`src/rtl/gfe_pkg.sv`:
```
package gfe_pkg;

    // Problem sizing
    localparam int GENE_BITS = 10;
    localparam int POP_MAX   = 512;
    localparam int CHROM_W   = 2 * GENE_BITS;
    localparam int SLOT_W    = $clog2(POP_MAX);

    // Result widths: value Q12.16, fitness Q13.16
    localparam int VAL_W = 28;
    localparam int FIT_W = 29;

    // Datapath widths
    localparam int XM_W    = 18;  // |x| in Q16, up to 2.048
    localparam int XSQ_W   = 19;  // x1^2 in Q16
    localparam int D_W     = 19;  // |x1^2 - x2|
    localparam int E_W     = 18;  // |1 - x1|
    localparam int MUL_A_W = 26;
    localparam int MUL_B_W = 19;
    localparam int PROD_W  = 45;

    localparam int ONE_Q16    = 65536;
    localparam int HALF_Q16   = 32768;
    localparam int FRAC_SHIFT = 16;
    localparam int ROSEN_K    = 100;

    // Gene to coordinate: x = 2^24 * |2g - M| / (125 * M), split into an integer
    // part times k plus a rounded fractional product k * RECIP >> RECIP_SHIFT.
    localparam longint GENE_MAX    = (longint'(1) << GENE_BITS) - 1;
    localparam longint X_DEN       = 125 * GENE_MAX;
    localparam longint X_INT       = (longint'(1) << 24) / X_DEN;
    localparam longint X_FRAC      = (longint'(1) << 24) - X_INT * X_DEN;
    localparam int     RECIP_SHIFT = 28;
    localparam longint X_RECIP     = ((X_FRAC << RECIP_SHIFT) + X_DEN - 1) / X_DEN;

    // Configuration port
    localparam int CFG_IDX_W  = 2;
    localparam int CFG_DATA_W = 12;
    localparam int OFFSET_W   = 10;
    localparam int CEIL_W     = 12;

    localparam logic [CFG_IDX_W-1:0] CFG_OPT_MODE    = 2'd0;
    localparam logic [CFG_IDX_W-1:0] CFG_FIT_OFFSET  = 2'd1;
    localparam logic [CFG_IDX_W-1:0] CFG_FIT_CEILING = 2'd2;

    localparam logic [CEIL_W-1:0] CEIL_RESET = 12'd100;

    // Evaluation sequencer
    typedef enum logic [3:0] {
        ST_IDLE,
        ST_X1,
        ST_X2,
        ST_SQ,
        ST_DIFF,
        ST_D,
        ST_D100,
        ST_DD,
        ST_EE,
        ST_VAL,
        ST_FIT,
        ST_UPD
    } eval_state_t;

    typedef struct packed {
        logic fit_load;
        logic upd;
    } gfe_ctl_t;

    typedef struct packed {
        logic [VAL_W-1:0]   obj_value;
        logic [FIT_W-1:0]   fitness;
        logic [SLOT_W-1:0]  best_slot;
        logic [SLOT_W-1:0]  worst_slot;
        logic [FIT_W-1:0]   elite_fitness;
        logic [CHROM_W-1:0] elite_genes;
        logic               generation_done;
    } gfe_result_t;

endpackage

```
`src/rtl/ga_fitness_eval_tracker_unit.sv`:
```
// Rosenbrock fitness evaluator with generation best/worst and elite tracking.
//
// Input channel (s_*): one chromosome per item, with last_item marking the
// final individual of a generation and new_run marking generation zero.
// Result channel (m_*): one result per item: objective value, fitness, best
// and worst slot so far, elite fitness and genes, and generation_done.
// Configuration: cfg_wr_en/cfg_addr/cfg_wdata write opt_mode (0), fit_offset
// (1) and fit_ceiling (2); write only while no item is in flight.
//
// Sequencing: an accepted item runs through an 11-step sequencer around one shared
// 26x19 multiplier (two gene decodes, x1^2, 100*d, d*(100d), e^2). The result
// is registered as the sequencer leaves its last step, and s_ready returns in
// the same cycle; the block takes no new item until the current one is through.
// A result waiting in the output register does not block the next item; the
// sequencer only holds in its last step if the previous result is still there.
// Reset: synchronous, clears all tracking state, the elite and the registers
// (fit_ceiling returns to 100); m_valid drops and s_ready rises.
module ga_fitness_eval_tracker_unit (
    input  logic                              aclk,
    input  logic                              aresetn,
    input  logic                              s_valid,
    output logic                              s_ready,
    input  logic [gfe_pkg::CHROM_W-1:0]       s_chromosome,
    input  logic                              s_last_item,
    input  logic                              s_new_run,
    output logic                              m_valid,
    input  logic                              m_ready,
    output logic [gfe_pkg::VAL_W-1:0]         m_obj_value,
    output logic [gfe_pkg::FIT_W-1:0]         m_fitness,
    output logic [gfe_pkg::SLOT_W-1:0]        m_best_slot,
    output logic [gfe_pkg::SLOT_W-1:0]        m_worst_slot,
    output logic [gfe_pkg::FIT_W-1:0]         m_elite_fitness,
    output logic [gfe_pkg::CHROM_W-1:0]       m_elite_genes,
    output logic                              m_generation_done,
    input  logic                              cfg_wr_en,
    input  logic [gfe_pkg::CFG_IDX_W-1:0]     cfg_addr,
    input  logic [gfe_pkg::CFG_DATA_W-1:0]    cfg_wdata
);

    gfe_pkg::gfe_ctl_t           ctl;
    gfe_pkg::gfe_result_t        result;
    gfe_pkg::gfe_result_t        res_reg;
    logic                        m_valid_reg;
    logic                        out_free;
    logic [gfe_pkg::VAL_W-1:0]   val;
    logic [gfe_pkg::CHROM_W-1:0] chrom;
    logic                        last;
    logic                        new_run;

    assign out_free = !m_valid_reg || m_ready;

    gfe_eval u_eval (
        .aclk       (aclk),
        .aresetn    (aresetn),
        .in_valid   (s_valid),
        .in_ready   (s_ready),
        .in_chrom   (s_chromosome),
        .in_last    (s_last_item),
        .in_new_run (s_new_run),
        .out_free   (out_free),
        .ctl        (ctl),
        .val        (val),
        .chrom      (chrom),
        .last       (last),
        .new_run    (new_run)
    );

    gfe_track u_track (
        .aclk      (aclk),
        .aresetn   (aresetn),
        .cfg_wr_en (cfg_wr_en),
        .cfg_addr  (cfg_addr),
        .cfg_wdata (cfg_wdata),
        .ctl       (ctl),
        .val       (val),
        .chrom     (chrom),
        .last      (last),
        .new_run   (new_run),
        .result    (result)
    );

    // Output register
    always_ff @(posedge aclk) begin
        if (!aresetn) begin
            m_valid_reg <= 1'b0;
        end else if (ctl.upd) begin
            m_valid_reg <= 1'b1;
        end else if (m_ready) begin
            m_valid_reg <= 1'b0;
        end
    end

    always_ff @(posedge aclk) begin
        if (ctl.upd) begin
            res_reg <= result;
        end
    end

    assign m_valid           = m_valid_reg;
    assign m_obj_value       = res_reg.obj_value;
    assign m_fitness         = res_reg.fitness;
    assign m_best_slot       = res_reg.best_slot;
    assign m_worst_slot      = res_reg.worst_slot;
    assign m_elite_fitness   = res_reg.elite_fitness;
    assign m_elite_genes     = res_reg.elite_genes;
    assign m_generation_done = res_reg.generation_done;

endmodule

```
`src/rtl/gfe_eval.sv`:
```
module gfe_eval (
    input  logic                           aclk,
    input  logic                           aresetn,
    input  logic                           in_valid,
    output logic                           in_ready,
    input  logic [gfe_pkg::CHROM_W-1:0]    in_chrom,
    input  logic                           in_last,
    input  logic                           in_new_run,
    input  logic                           out_free,
    output gfe_pkg::gfe_ctl_t              ctl,
    output logic [gfe_pkg::VAL_W-1:0]      val,
    output logic [gfe_pkg::CHROM_W-1:0]    chrom,
    output logic                           last,
    output logic                           new_run
);

    gfe_pkg::eval_state_t state_reg, state_next;

    logic [gfe_pkg::CHROM_W-1:0] chrom_reg;
    logic                        last_reg;
    logic                        new_run_reg;
    logic [gfe_pkg::PROD_W-1:0]  prod_reg;
    logic [gfe_pkg::XM_W-1:0]    x1m_reg;
    logic [gfe_pkg::XM_W-1:0]    x2m_reg;
    logic [gfe_pkg::XSQ_W-1:0]   x1sq_reg;
    logic [gfe_pkg::D_W-1:0]     d_reg;
    logic [gfe_pkg::E_W-1:0]     e_reg;
    logic [gfe_pkg::VAL_W-1:0]   val_reg;

    logic [gfe_pkg::GENE_BITS-1:0] g1, g2, k1, k2, k_sel;
    logic [gfe_pkg::GENE_BITS:0]   k1_wide, k2_wide;
    logic                          neg1, neg2;
    logic [gfe_pkg::PROD_W-1:0]    x_rnd;
    logic [gfe_pkg::XM_W-1:0]      xm_calc;
    logic [gfe_pkg::MUL_A_W-1:0]   mul_a;
    logic [gfe_pkg::MUL_B_W-1:0]   mul_b;
    logic [gfe_pkg::PROD_W-1:0]    mul_p;
    logic [gfe_pkg::PROD_W-1:0]    sq_rnd;
    logic [gfe_pkg::E_W-1:0]       e_calc;
    logic [gfe_pkg::D_W-1:0]       d_calc;
    logic [gfe_pkg::PROD_W-1:0]    v_rnd;
    logic [gfe_pkg::VAL_W-1:0]     v_sat;

    // Gene magnitudes |2g - M|; sign is negative when the gene's top bit is clear
    assign g1      = chrom_reg[gfe_pkg::GENE_BITS-1:0];
    assign g2      = chrom_reg[gfe_pkg::CHROM_W-1:gfe_pkg::GENE_BITS];
    assign neg1    = ~g1[gfe_pkg::GENE_BITS-1];
    assign neg2    = ~g2[gfe_pkg::GENE_BITS-1];
    assign k1_wide = neg1 ? ((gfe_pkg::GENE_BITS+1)'(gfe_pkg::GENE_MAX) - {g1, 1'b0})
                          : ({g1, 1'b0} - (gfe_pkg::GENE_BITS+1)'(gfe_pkg::GENE_MAX));
    assign k2_wide = neg2 ? ((gfe_pkg::GENE_BITS+1)'(gfe_pkg::GENE_MAX) - {g2, 1'b0})
                          : ({g2, 1'b0} - (gfe_pkg::GENE_BITS+1)'(gfe_pkg::GENE_MAX));
    assign k1      = k1_wide[gfe_pkg::GENE_BITS-1:0];
    assign k2      = k2_wide[gfe_pkg::GENE_BITS-1:0];

    // |x| = k * X_INT + round(k * RECIP / 2^RECIP_SHIFT), product taken from prod_reg
    assign k_sel   = (state_reg == gfe_pkg::ST_X2) ? k1 : k2;
    assign x_rnd   = (prod_reg + gfe_pkg::PROD_W'(longint'(1) << (gfe_pkg::RECIP_SHIFT - 1)))
                     >> gfe_pkg::RECIP_SHIFT;
    assign xm_calc = gfe_pkg::XM_W'(k_sel) * gfe_pkg::XM_W'(gfe_pkg::X_INT)
                     + x_rnd[gfe_pkg::XM_W-1:0];

    // Shared multiplier operand select
    always_comb begin
        mul_a = '0;
        mul_b = '0;
        unique case (state_reg)
            gfe_pkg::ST_X1: begin
                mul_a = gfe_pkg::MUL_A_W'(gfe_pkg::X_RECIP);
                mul_b = gfe_pkg::MUL_B_W'(k1);
            end
            gfe_pkg::ST_X2: begin
                mul_a = gfe_pkg::MUL_A_W'(gfe_pkg::X_RECIP);
                mul_b = gfe_pkg::MUL_B_W'(k2);
            end
            gfe_pkg::ST_SQ: begin
                mul_a = gfe_pkg::MUL_A_W'(x1m_reg);
                mul_b = gfe_pkg::MUL_B_W'(x1m_reg);
            end
            gfe_pkg::ST_D100: begin
                mul_a = gfe_pkg::MUL_A_W'(gfe_pkg::ROSEN_K);
                mul_b = d_reg;
            end
            gfe_pkg::ST_DD: begin
                mul_a = prod_reg[gfe_pkg::MUL_A_W-1:0];
                mul_b = d_reg;
            end
            gfe_pkg::ST_EE: begin
                mul_a = gfe_pkg::MUL_A_W'(e_reg);
                mul_b = gfe_pkg::MUL_B_W'(e_reg);
            end
            default: begin
                mul_a = '0;
                mul_b = '0;
            end
        endcase
    end

    assign mul_p = gfe_pkg::PROD_W'(mul_a) * gfe_pkg::PROD_W'(mul_b);

    // x1^2 back to Q16, and |1 - x1|
    assign sq_rnd = (prod_reg + gfe_pkg::PROD_W'(gfe_pkg::HALF_Q16)) >> gfe_pkg::FRAC_SHIFT;
    always_comb begin
        if (neg1) begin
            e_calc = gfe_pkg::E_W'(gfe_pkg::ONE_Q16) + x1m_reg;
        end else if (x1m_reg >= gfe_pkg::XM_W'(gfe_pkg::ONE_Q16)) begin
            e_calc = x1m_reg - gfe_pkg::E_W'(gfe_pkg::ONE_Q16);
        end else begin
            e_calc = gfe_pkg::E_W'(gfe_pkg::ONE_Q16) - x1m_reg;
        end
    end

    // |x1^2 - x2|
    always_comb begin
        if (neg2) begin
            d_calc = x1sq_reg + gfe_pkg::D_W'(x2m_reg);
        end else if (x1sq_reg >= gfe_pkg::XSQ_W'(x2m_reg)) begin
            d_calc = x1sq_reg - gfe_pkg::D_W'(x2m_reg);
        end else begin
            d_calc = gfe_pkg::D_W'(x2m_reg) - x1sq_reg;
        end
    end

    // Final rounding to Q16 with saturation
    assign v_rnd = (prod_reg + gfe_pkg::PROD_W'(gfe_pkg::HALF_Q16)) >> gfe_pkg::FRAC_SHIFT;
    assign v_sat = (|v_rnd[gfe_pkg::PROD_W-1:gfe_pkg::VAL_W]) ? '1
                                                              : v_rnd[gfe_pkg::VAL_W-1:0];

    // Sequencer state
    always_ff @(posedge aclk) begin
        if (!aresetn) begin
            state_reg <= gfe_pkg::ST_IDLE;
        end else begin
            state_reg <= state_next;
        end
    end

    always_comb begin
        state_next   = state_reg;
        in_ready     = 1'b0;
        ctl.fit_load = 1'b0;
        ctl.upd      = 1'b0;
        unique case (state_reg)
            gfe_pkg::ST_IDLE: begin
                in_ready = 1'b1;
                if (in_valid) begin
                    state_next = gfe_pkg::ST_X1;
                end
            end
            gfe_pkg::ST_X1:   state_next = gfe_pkg::ST_X2;
            gfe_pkg::ST_X2:   state_next = gfe_pkg::ST_SQ;
            gfe_pkg::ST_SQ:   state_next = gfe_pkg::ST_DIFF;
            gfe_pkg::ST_DIFF: state_next = gfe_pkg::ST_D;
            gfe_pkg::ST_D:    state_next = gfe_pkg::ST_D100;
            gfe_pkg::ST_D100: state_next = gfe_pkg::ST_DD;
            gfe_pkg::ST_DD:   state_next = gfe_pkg::ST_EE;
            gfe_pkg::ST_EE:   state_next = gfe_pkg::ST_VAL;
            gfe_pkg::ST_VAL:  state_next = gfe_pkg::ST_FIT;
            gfe_pkg::ST_FIT: begin
                ctl.fit_load = 1'b1;
                state_next   = gfe_pkg::ST_UPD;
            end
            gfe_pkg::ST_UPD: begin
                // hold until the output register can take the result
                if (out_free) begin
                    ctl.upd    = 1'b1;
                    state_next = gfe_pkg::ST_IDLE;
                end
            end
            default: state_next = gfe_pkg::ST_IDLE;
        endcase
    end

    // Datapath registers
    always_ff @(posedge aclk) begin
        unique case (state_reg)
            gfe_pkg::ST_IDLE: begin
                if (in_valid) begin
                    chrom_reg   <= in_chrom;
                    last_reg    <= in_last;
                    new_run_reg <= in_new_run;
                end
            end
            gfe_pkg::ST_X1: begin
                prod_reg <= mul_p;
            end
            gfe_pkg::ST_X2: begin
                x1m_reg  <= xm_calc;
                prod_reg <= mul_p;
            end
            gfe_pkg::ST_SQ: begin
                x2m_reg  <= xm_calc;
                prod_reg <= mul_p;
            end
            gfe_pkg::ST_DIFF: begin
                x1sq_reg <= sq_rnd[gfe_pkg::XSQ_W-1:0];
                e_reg    <= e_calc;
            end
            gfe_pkg::ST_D: begin
                d_reg <= d_calc;
            end
            gfe_pkg::ST_D100, gfe_pkg::ST_DD: begin
                prod_reg <= mul_p;
            end
            gfe_pkg::ST_EE: begin
                prod_reg <= prod_reg + mul_p;
            end
            gfe_pkg::ST_VAL: begin
                val_reg <= v_sat;
            end
            default: begin
            end
        endcase
    end

    assign val     = val_reg;
    assign chrom   = chrom_reg;
    assign last    = last_reg;
    assign new_run = new_run_reg;

endmodule

```
`src/rtl/gfe_track.sv`:
```
module gfe_track (
    input  logic                              aclk,
    input  logic                              aresetn,
    input  logic                              cfg_wr_en,
    input  logic [gfe_pkg::CFG_IDX_W-1:0]     cfg_addr,
    input  logic [gfe_pkg::CFG_DATA_W-1:0]    cfg_wdata,
    input  gfe_pkg::gfe_ctl_t                 ctl,
    input  logic [gfe_pkg::VAL_W-1:0]         val,
    input  logic [gfe_pkg::CHROM_W-1:0]       chrom,
    input  logic                              last,
    input  logic                              new_run,
    output gfe_pkg::gfe_result_t              result
);

    logic                          opt_mode_reg;
    logic [gfe_pkg::OFFSET_W-1:0]  fit_offset_reg;
    logic [gfe_pkg::CEIL_W-1:0]    fit_ceiling_reg;

    logic [gfe_pkg::FIT_W-1:0]     fit_reg;
    logic [gfe_pkg::SLOT_W-1:0]    item_count_reg, item_count_next;
    logic [gfe_pkg::FIT_W-1:0]     best_fit_reg, best_fit_next;
    logic [gfe_pkg::SLOT_W-1:0]    best_pos_reg, best_pos_next;
    logic [gfe_pkg::CHROM_W-1:0]   best_genes_reg, best_genes_next;
    logic [gfe_pkg::FIT_W-1:0]     worst_fit_reg, worst_fit_next;
    logic [gfe_pkg::SLOT_W-1:0]    worst_pos_reg, worst_pos_next;
    logic [gfe_pkg::FIT_W-1:0]     elite_fit_reg, elite_fit_next;
    logic [gfe_pkg::CHROM_W-1:0]   elite_chrom_reg, elite_chrom_next;

    logic [gfe_pkg::FIT_W:0]       max_sum;
    logic [gfe_pkg::VAL_W-1:0]     ceil_q16;
    logic [gfe_pkg::FIT_W-1:0]     fit_calc;
    logic                          first, take_best, take_worst, new_best, elite_ge;

    // Configuration writes; unknown index is dropped
    always_ff @(posedge aclk) begin
        if (!aresetn) begin
            opt_mode_reg    <= 1'b0;
            fit_offset_reg  <= '0;
            fit_ceiling_reg <= gfe_pkg::CEIL_RESET;
        end else if (cfg_wr_en) begin
            unique case (cfg_addr)
                gfe_pkg::CFG_OPT_MODE:    opt_mode_reg    <= cfg_wdata[0];
                gfe_pkg::CFG_FIT_OFFSET:  fit_offset_reg  <= cfg_wdata[gfe_pkg::OFFSET_W-1:0];
                gfe_pkg::CFG_FIT_CEILING: fit_ceiling_reg <= cfg_wdata[gfe_pkg::CEIL_W-1:0];
                default: begin
                end
            endcase
        end
    end

    // Fitness: value + offset, or ceiling - value floored at zero
    assign max_sum  = (gfe_pkg::FIT_W+1)'(val)
                      + (gfe_pkg::FIT_W+1)'({fit_offset_reg, 16'd0});
    assign ceil_q16 = gfe_pkg::VAL_W'({fit_ceiling_reg, 16'd0});
    always_comb begin
        if (opt_mode_reg) begin
            fit_calc = (val < ceil_q16) ? gfe_pkg::FIT_W'(ceil_q16 - val) : '0;
        end else begin
            fit_calc = max_sum[gfe_pkg::FIT_W] ? '1 : max_sum[gfe_pkg::FIT_W-1:0];
        end
    end

    always_ff @(posedge aclk) begin
        if (ctl.fit_load) begin
            fit_reg <= fit_calc;
        end
    end

    // Best/worst within the generation, elite across generations
    assign first      = (item_count_reg == '0);
    assign take_best  = !first && (fit_reg > best_fit_reg);
    assign take_worst = !first && !take_best && (fit_reg < worst_fit_reg);
    assign new_best   = first || take_best;
    assign elite_ge   = new_best ? (fit_reg >= elite_fit_reg) : (best_fit_reg >= elite_fit_reg);

    always_comb begin
        best_fit_next    = new_best ? fit_reg : best_fit_reg;
        best_genes_next  = new_best ? chrom : best_genes_reg;
        best_pos_next    = new_best ? item_count_reg : best_pos_reg;
        worst_fit_next   = (first || take_worst) ? fit_reg : worst_fit_reg;
        worst_pos_next   = (first || take_worst) ? item_count_reg : worst_pos_reg;
        elite_fit_next   = elite_fit_reg;
        elite_chrom_next = elite_chrom_reg;
        if (last && (new_run || elite_ge)) begin
            elite_fit_next   = best_fit_next;
            elite_chrom_next = best_genes_next;
        end
        if (last) begin
            item_count_next = '0;
        end else if (item_count_reg < gfe_pkg::SLOT_W'(gfe_pkg::POP_MAX - 1)) begin
            item_count_next = item_count_reg + 1'b1;
        end else begin
            item_count_next = item_count_reg;
        end
    end

    always_ff @(posedge aclk) begin
        if (!aresetn) begin
            item_count_reg  <= '0;
            best_fit_reg    <= '0;
            best_pos_reg    <= '0;
            best_genes_reg  <= '0;
            worst_fit_reg   <= '0;
            worst_pos_reg   <= '0;
            elite_fit_reg   <= '0;
            elite_chrom_reg <= '0;
        end else if (ctl.upd) begin
            item_count_reg  <= item_count_next;
            best_fit_reg    <= best_fit_next;
            best_pos_reg    <= best_pos_next;
            best_genes_reg  <= best_genes_next;
            worst_fit_reg   <= worst_fit_next;
            worst_pos_reg   <= worst_pos_next;
            elite_fit_reg   <= elite_fit_next;
            elite_chrom_reg <= elite_chrom_next;
        end
    end

    always_comb begin
        result.obj_value       = val;
        result.fitness         = fit_reg;
        result.best_slot       = best_pos_next;
        result.worst_slot      = worst_pos_next;
        result.elite_fitness   = elite_fit_next;
        result.elite_genes     = elite_chrom_next;
        result.generation_done = last;
    end

endmodule

```
`config.mk`:
```
export PLATFORM = sky130hd
export DESIGN_NAME = ga_fitness_eval_tracker_unit
export DESIGN_NICKNAME = d
export VERILOG_FILES = /design/src/rtl/gfe_pkg.sv /design/src/rtl/ga_fitness_eval_tracker_unit.sv /design/src/rtl/gfe_eval.sv /design/src/rtl/gfe_track.sv
export SDC_FILE = /design/constraint.sdc
export NUM_CORES = 2
export LEC_CHECK = 0
export BUFFER_PORTS_ARGS = -buffer_cell sky130_fd_sc_hd__buf_2
export CORE_MARGIN = 2
export CORE_UTILIZATION = 65
export CTS_BUF_LIST = sky130_fd_sc_hd__clkbuf_4 sky130_fd_sc_hd__clkbuf_8
export CTS_CLUSTER_SIZE = 25
export DETAILED_ROUTE_END_ITERATION = 7
export PLACE_DENSITY = 0.84
export SLEW_MARGIN = 20
export SYNTH_ARGS = -nofsm -noshare
export SYNTH_HDL_FRONTEND = slang
export SYNTH_SLANG_ARGS = --single-unit
export TNS_END_PERCENT = 20
```
`constraint.sdc`:
```
create_clock -name aclk -period 13.6 [get_ports aclk]
set_input_delay 2.72 -clock aclk [delete_from_list [all_inputs] [get_ports aclk]]
set_output_delay 2.72 -clock aclk [all_outputs]
set_load 0.05 [all_outputs]
```
# Yosys cells after proc, flatten, opt, wreduce, memory -nomap -nowiden
# Index checks and enable logic that the tools add are counted.
op_classes:
  div: 0
  order_cmp: 8
  eq_ne: 15
  n_reduce_logical: 27
  shifts: 0
  n_mul: 2
  mux: 31
  bitwise: 0
  n_addsub: 17
ops:
  columns: ["operator", "count"]
  rows:
  - ["$mux W29", 5]
  - ["$pmux W26 S5", 1]
  - ["$pmux W19 S5", 1]
  - ["$pmux W45 S2", 1]
  - ["$ge A29 B29 Y1", 2]
  - ["$pmux W4 S12", 1]
  - ["$add A45 B16 Y45 const B", 1]
  - ["$add A45 B28 Y45 const B", 1]
  - ["$add A45 B45 Y45", 1]
  - ["$mul A26 B19 Y45", 1]
  - ["$mux W20", 2]
  - ["$mux W19", 2]
  - ["$mux W18", 2]
  - ["$mux W9", 4]
  - ["$mux W10", 3]
  - ["$add A28 B26 Y29", 1]
  - ["$gt A29 B29 Y1", 1]
  - ["$lt A29 B29 Y1", 1]
  - ["$sub A28 B28 Y29", 1]
  - ["$lt A28 B28 Y1", 1]
  - ["$sub A10 B10 Y10 const A", 2]
  - ["$sub A10 B10 Y10 const B", 2]
  - ["$add A19 B18 Y19", 1]
  - ["$ge A19 B18 Y1", 1]
  - ["other kinds (29)", 61]
word_totals:
  mem_bits_ro: 0
  latchBits: 0
  n_memories: 0
  wordCells: 131
  register_bits: 523
  output_inout_bits: 127
  ram_bits: 0

# Longest topological paths before layout
logic_depth:
  depth_word: 8
  mapped_depth: 45

# Hierarchy
# From an unflattened synthesis, not the netlist that was laid out.
unflattened:
  cells_unflattened: 5187
  area_unflattened_um2: 47591.9
modules_own_cells:
  columns: ["module", "seq_area_each_um2", "area_per_inst_um2", "cells_per_inst", "instances"]
  rows:
  - ["gfe_eval", 5695.5, 30488.0, 3480, 1]
  - ["gfe_track", 4414.2, 13301.5, 1578, 1]
  - ["ga_fitness_eval_tracker_unit", 3773.6, 3802.4, 129, 1]

# Worst setup path before layout
# OpenSTA, ideal clock, no wires.
synth_timing:
  kind: "reg-to-reg"
  start: "reg u_eval.state_reg[2]"
  end: "reg u_eval.prod_reg[44] (netlist name) (data pin)"
  t_arrival_ps: 9862
  path_buffers: 4
  required_ps: 13340
  setup_ps: 260
  path_stages_with_launch: 41
  setup_slack_ps: 3478
  cell_sequence: "dfxtp_1 -> clkbuf_1 -> nor3_1 -> clkbuf_1 -> a22o_1 -> a211o_1 -> clkbuf_1 -> nand2_1 -> fa_1 -> inv_1 -> fa_1 -> inv_1 -> fa_1 -> inv_1 -> fa_1 -> fa_1 -> inv_1 -> fa_1 -> [5 not listed] -> a31o_2 -> a221oi_2 -> a2111o_1 -> a21boi_1 -> a21bo_2 -> a21o_1 -> a21oi_1 -> xnor2_1 -> ha_1 -> inv_1 -> o21bai_1 -> a21o_1 -> a21oi_1 -> o21ai_0 -> a2111o_1 -> nand4_1 -> xnor2_1 -> xnor2_1"
synth_via:
  elab_chain_cells: 6
  elab_cells_between_ends: 14
synth_rtl:
  columns: ["element", "line_no", "text"]
  rows:
  - ["from (decl)", "gfe_eval.sv:17", "gfe_pkg::eval_state_t state_reg, state_next;"]
  - ["from (signal assigned)", "gfe_eval.sv:132", "state_reg <= gfe_pkg::ST_IDLE;"]
  - ["from (signal assigned)", "gfe_eval.sv:134", "state_reg <= state_next;"]
  - ["$eq A4 B1 Y1 (tied with other cells)", "gfe_eval.sv:67, gfe_eval.sv:176", null]
  - ["$reduce_or A2 Y1 (no line)", null, null]
  - ["$pmux W26 S5 or $pmux W19 S5 (tied branches)", "gfe_eval.sv:67", "unique case (state_reg)"]
  - ["$mul A26 B19 Y45", "gfe_eval.sv:99", "assign mul_p = gfe_pkg::PROD_W'(mul_a) * gfe_pkg::PROD_W'(mul_b);"]
  - ["$add A45 B45 Y45", "gfe_eval.sv:206", "prod_reg <= prod_reg + mul_p;"]
  - ["$pmux W45 S2 *", "gfe_eval.sv:176", "unique case (state_reg)"]
  - ["to (signal assigned)", "gfe_eval.sv:185", "prod_reg <= mul_p;"]
  - ["to (signal assigned)", "gfe_eval.sv:203", "prod_reg <= mul_p;"]
  - ["to (signal assigned)", "gfe_eval.sv:206", null]
  - ["to (decl)", "gfe_eval.sv:22", "logic [gfe_pkg::PROD_W-1:0] prod_reg;"]
# Every way passes the cells marked *; elsewhere a longest branch is shown, timed or not.
# A chain may end at the register's enable or synchronous reset.

# Worst setup path in the final report
layout_timing:
  start: "reg u_eval.state_reg[3]"
  end: "reg u_eval.prod_reg[44] (netlist name) (data pin)"
# Same word-level chain as after synthesis.

==> impl_metrics.tcl <==
set metrics [dict create \
    grt_pass1_wl_mm 202 \
    yosysUniqueCellTypes 85 \
    crit_arrival_ns 11.92 \
    ios 168 \
    grt_setup_unrepaired "false" \
    die_h_um 273 \
    cp_max_fo 26 \
    clock.fmax_ghz 0.0869 \
    syn_nets 5981 \
    setup_viol 0 \
    cts_resized 0 \
    num_rows 98 \
    met3_usage_pct 7.43 \
    grt-ovfl-total 0 \
    period_share_pct 84.6 \
    synth_area_um2 47100 \
    synth_xor_area_share_pct 3.85 \
    crit_slowest_cell "a211o_1" \
    critical-path-max-stage-delay_ns 0.96 \
    met2_usage_pct 56.1 \
    power_leakage_nw 23.1 \
    slew_headroom_pct 19.7 \
    grt_pass1_vias 37200 \
    fillers 5357 \
    synth_compound_area_share_pct 12.8 \
    yosys.area.top_type "edfxtp_1" \
    fp.dieArea_um2 74700 \
    hold_depth 2 \
    clock_path_buffers 3 \
    r2r-start "u_eval.state_reg[3]" \
    synth_area_leaders "edfxtp_1, fa_1, ha_1" \
    end_kind "flop" \
    critPathTopFamily "compound AO/OA/AOI/OAI gates" \
    synth_mux_area_share_pct 2.83 \
    drtPass1Iterations 6 \
    use_met1_pct 46.1 \
    antenna_found_initial 3 \
    rrSetupSlack_ns 2.10 \
    cts_hold_buf 0 \
    yosysTopAreaCellShare_pct 21.7 \
    ir_drop_v 0.000224 \
    yosys.area_share.simple_pct 13.6 \
    slew_violations 0 \
    wl_per_cell_um 20.8 \
    setup_tns_ns 0 \
    clk_pin_slew_ns 0.06 \
    status "finished clean" \
    hold_viol 0 \
    drtIter0Drc 3592 \
    min_from "u_track.best_genes_reg[11]" \
    grt_max_degree 95 \
    root_buffer "clkbuf_8" \
    initial_core_util_pct 65.8 \
    synthToLayoutAreaGrowth_pct 7.50 \
    synth_flop_cell "edfxtp_1" \
    synthAdderAreaFrac_pct 29.3 \
    ys.warnings.count 0 \
    h-tree-depth 3 \
    cts_buffers 85 \
    clk_latency_ns 0.72 \
    drt_wl_total_mm 129 \
    fin_ws_ns 2.10 \
    drc 0 \
    avgSynthCellArea_um2 9.25 \
    powerDensity_nw_per_um2 203 \
    grt_busiest_layer "met2" \
    synth_top_family_by_area "adder cells" \
    path_buf_inv 7 \
    yosysMostFrequentCell "inv_1" \
    fin_nets 6073 \
    pre_cts_ws_ns 2.29 \
    cts_tree "yes" \
    synth_common_cells "inv_1, nand2_1, fa_1" \
    r2r_end "u_eval.prod_reg[44]" \
    viasPerCell 6.04 \
    hp-class "reg -> reg" \
    ant_nets 0 \
    hpwlAfterDp_mm 97.9 \
    largest_register_ff_count 45 \
    required_ns 14.01 \
    seq_area_frac_synth_pct 29.5 \
    grtUsageTotal_pct 34.8 \
    drive_above_1_share_pct 8.33 \
    min_to "u_track.best_genes_reg[11]" \
    num_vias 37500 \
    die_w_um 273 \
    post_cts_buffers 0 \
    fin_skew_ns 0.0583 \
    startpoint_type "flop" \
    worst_pin_slew_ns 1.20 \
    core_um2 71600 \
    rr_worst_depth 38 \
    ys_async_sr_fraction_pct 0 \
    netlist_instances 5093 \
    maxCapViolCount 0 \
    worstSetupPathType "reg -> reg" \
    layout_min_cycle_time_ns 11.50 \
    clock_sinks 523 \
    gp_congestion 0.949 \
    ys_ff_latch 523 \
    synth_edf_count 341 \
    io_buffers 167 \
]
==> stage by stage <==
stage / std cells / power (mW) / cell area, um^2 / hold slack, ns / utilization (%)
CTS: 6207 / 10.1 / 50600 / 0.468 / 70.7
finish: 6209 / 10.3 / 50600 / 0.468 / 70.7
global placement: 6048 / 8.47 / 48800 / 0.451 / 68.1
floorplan: 5093 / 6.86 / 47100 / 0.443 / -
detailed placement: 6048 / 8.61 / 48800 / 0.458 / 68.1
global route: 6208 / 11.0 / 50600 / 0.490 / 70.7
==> per-layer routing <==
metal  share of wire [%]  up-vias
li1                    -    17000
met1                  40    18300
met2                  47     1872
met3                 9.5      371
met4                 4.3        4
met5               0.019        -
==> power by group <==
group | internal, mW | switching [mW] | total (mW)
clock network | 0.811 | 0.674 | 1.49
logic | 2.35 | 4.12 | 6.47
registers | 2.13 | 0.219 | 2.35
==> placed cells by master, fill, tap and decap left out, drive strengths merged, types with 119 or more instances in the layout <==
cell / n
nand2: 714
fa: 427
nor2: 349
clkbuf: 124
a21oi: 216
edfxtp: 341
inv: 813
dfxtp: 182
a21o: 138
ha: 420
o21ai: 213
xnor2: 119
buf: 211
==> final cells by class <==
type,instances,area [um^2],area share [%]
clock inverter,35,312,0.615
clock buffer,124,1530,3.02
sequential,523,13900,27.4
antenna,2,5.00,0.00988
multi-input combinational,3555,29500,58.3
tap,950,1190,2.35
inverter,809,3040,6.00
timing repair buffer,211,1170,2.31
==> how the worst max path moves through the flow <==
| stage | from | endpoint | slack (ns) | cells after the start |
|---|---|---|---|---|
| 2_1_floorplan | u_eval.state_reg[2] | u_eval.prod_reg[44] | 3.48 | 40 |
| 3_3_place_gp | u_eval.state_reg[1] | u_eval.prod_reg[44] | 2.41 | 38 |
| 3_5_place_dp | u_eval.state_reg[3] | u_eval.prod_reg[44] | 2.29 | 38 |
| 4_1_cts | u_eval.state_reg[3] | u_eval.prod_reg[44] | 2.21 | 38 |
| 5_1_grt | u_eval.state_reg[3] | u_eval.prod_reg[44] | 1.44 | 40 |
| 6_report | u_eval.state_reg[3] | u_eval.prod_reg[44] | 2.10 | 38 |
==> cell families after synthesis <==
group,count (synthesis)
adders and majority gates,847
muxes,130
xor gates and xnor gates,207
and+or+nand+nor,1459
AOI/OAI and AO/OA,912
DFF,523
buffers and inverters,1015
==> worst min-delay path: cells and delay by family, from the launching register on <==
| family | cells | cell delay (ns) |
|---|---|---|
| simple gates | 1 | 0.05 |
| compound gates | 1 | 0.06 |
| flops | 1 | 0.31 |
Power figures use the tool's default switching activity.
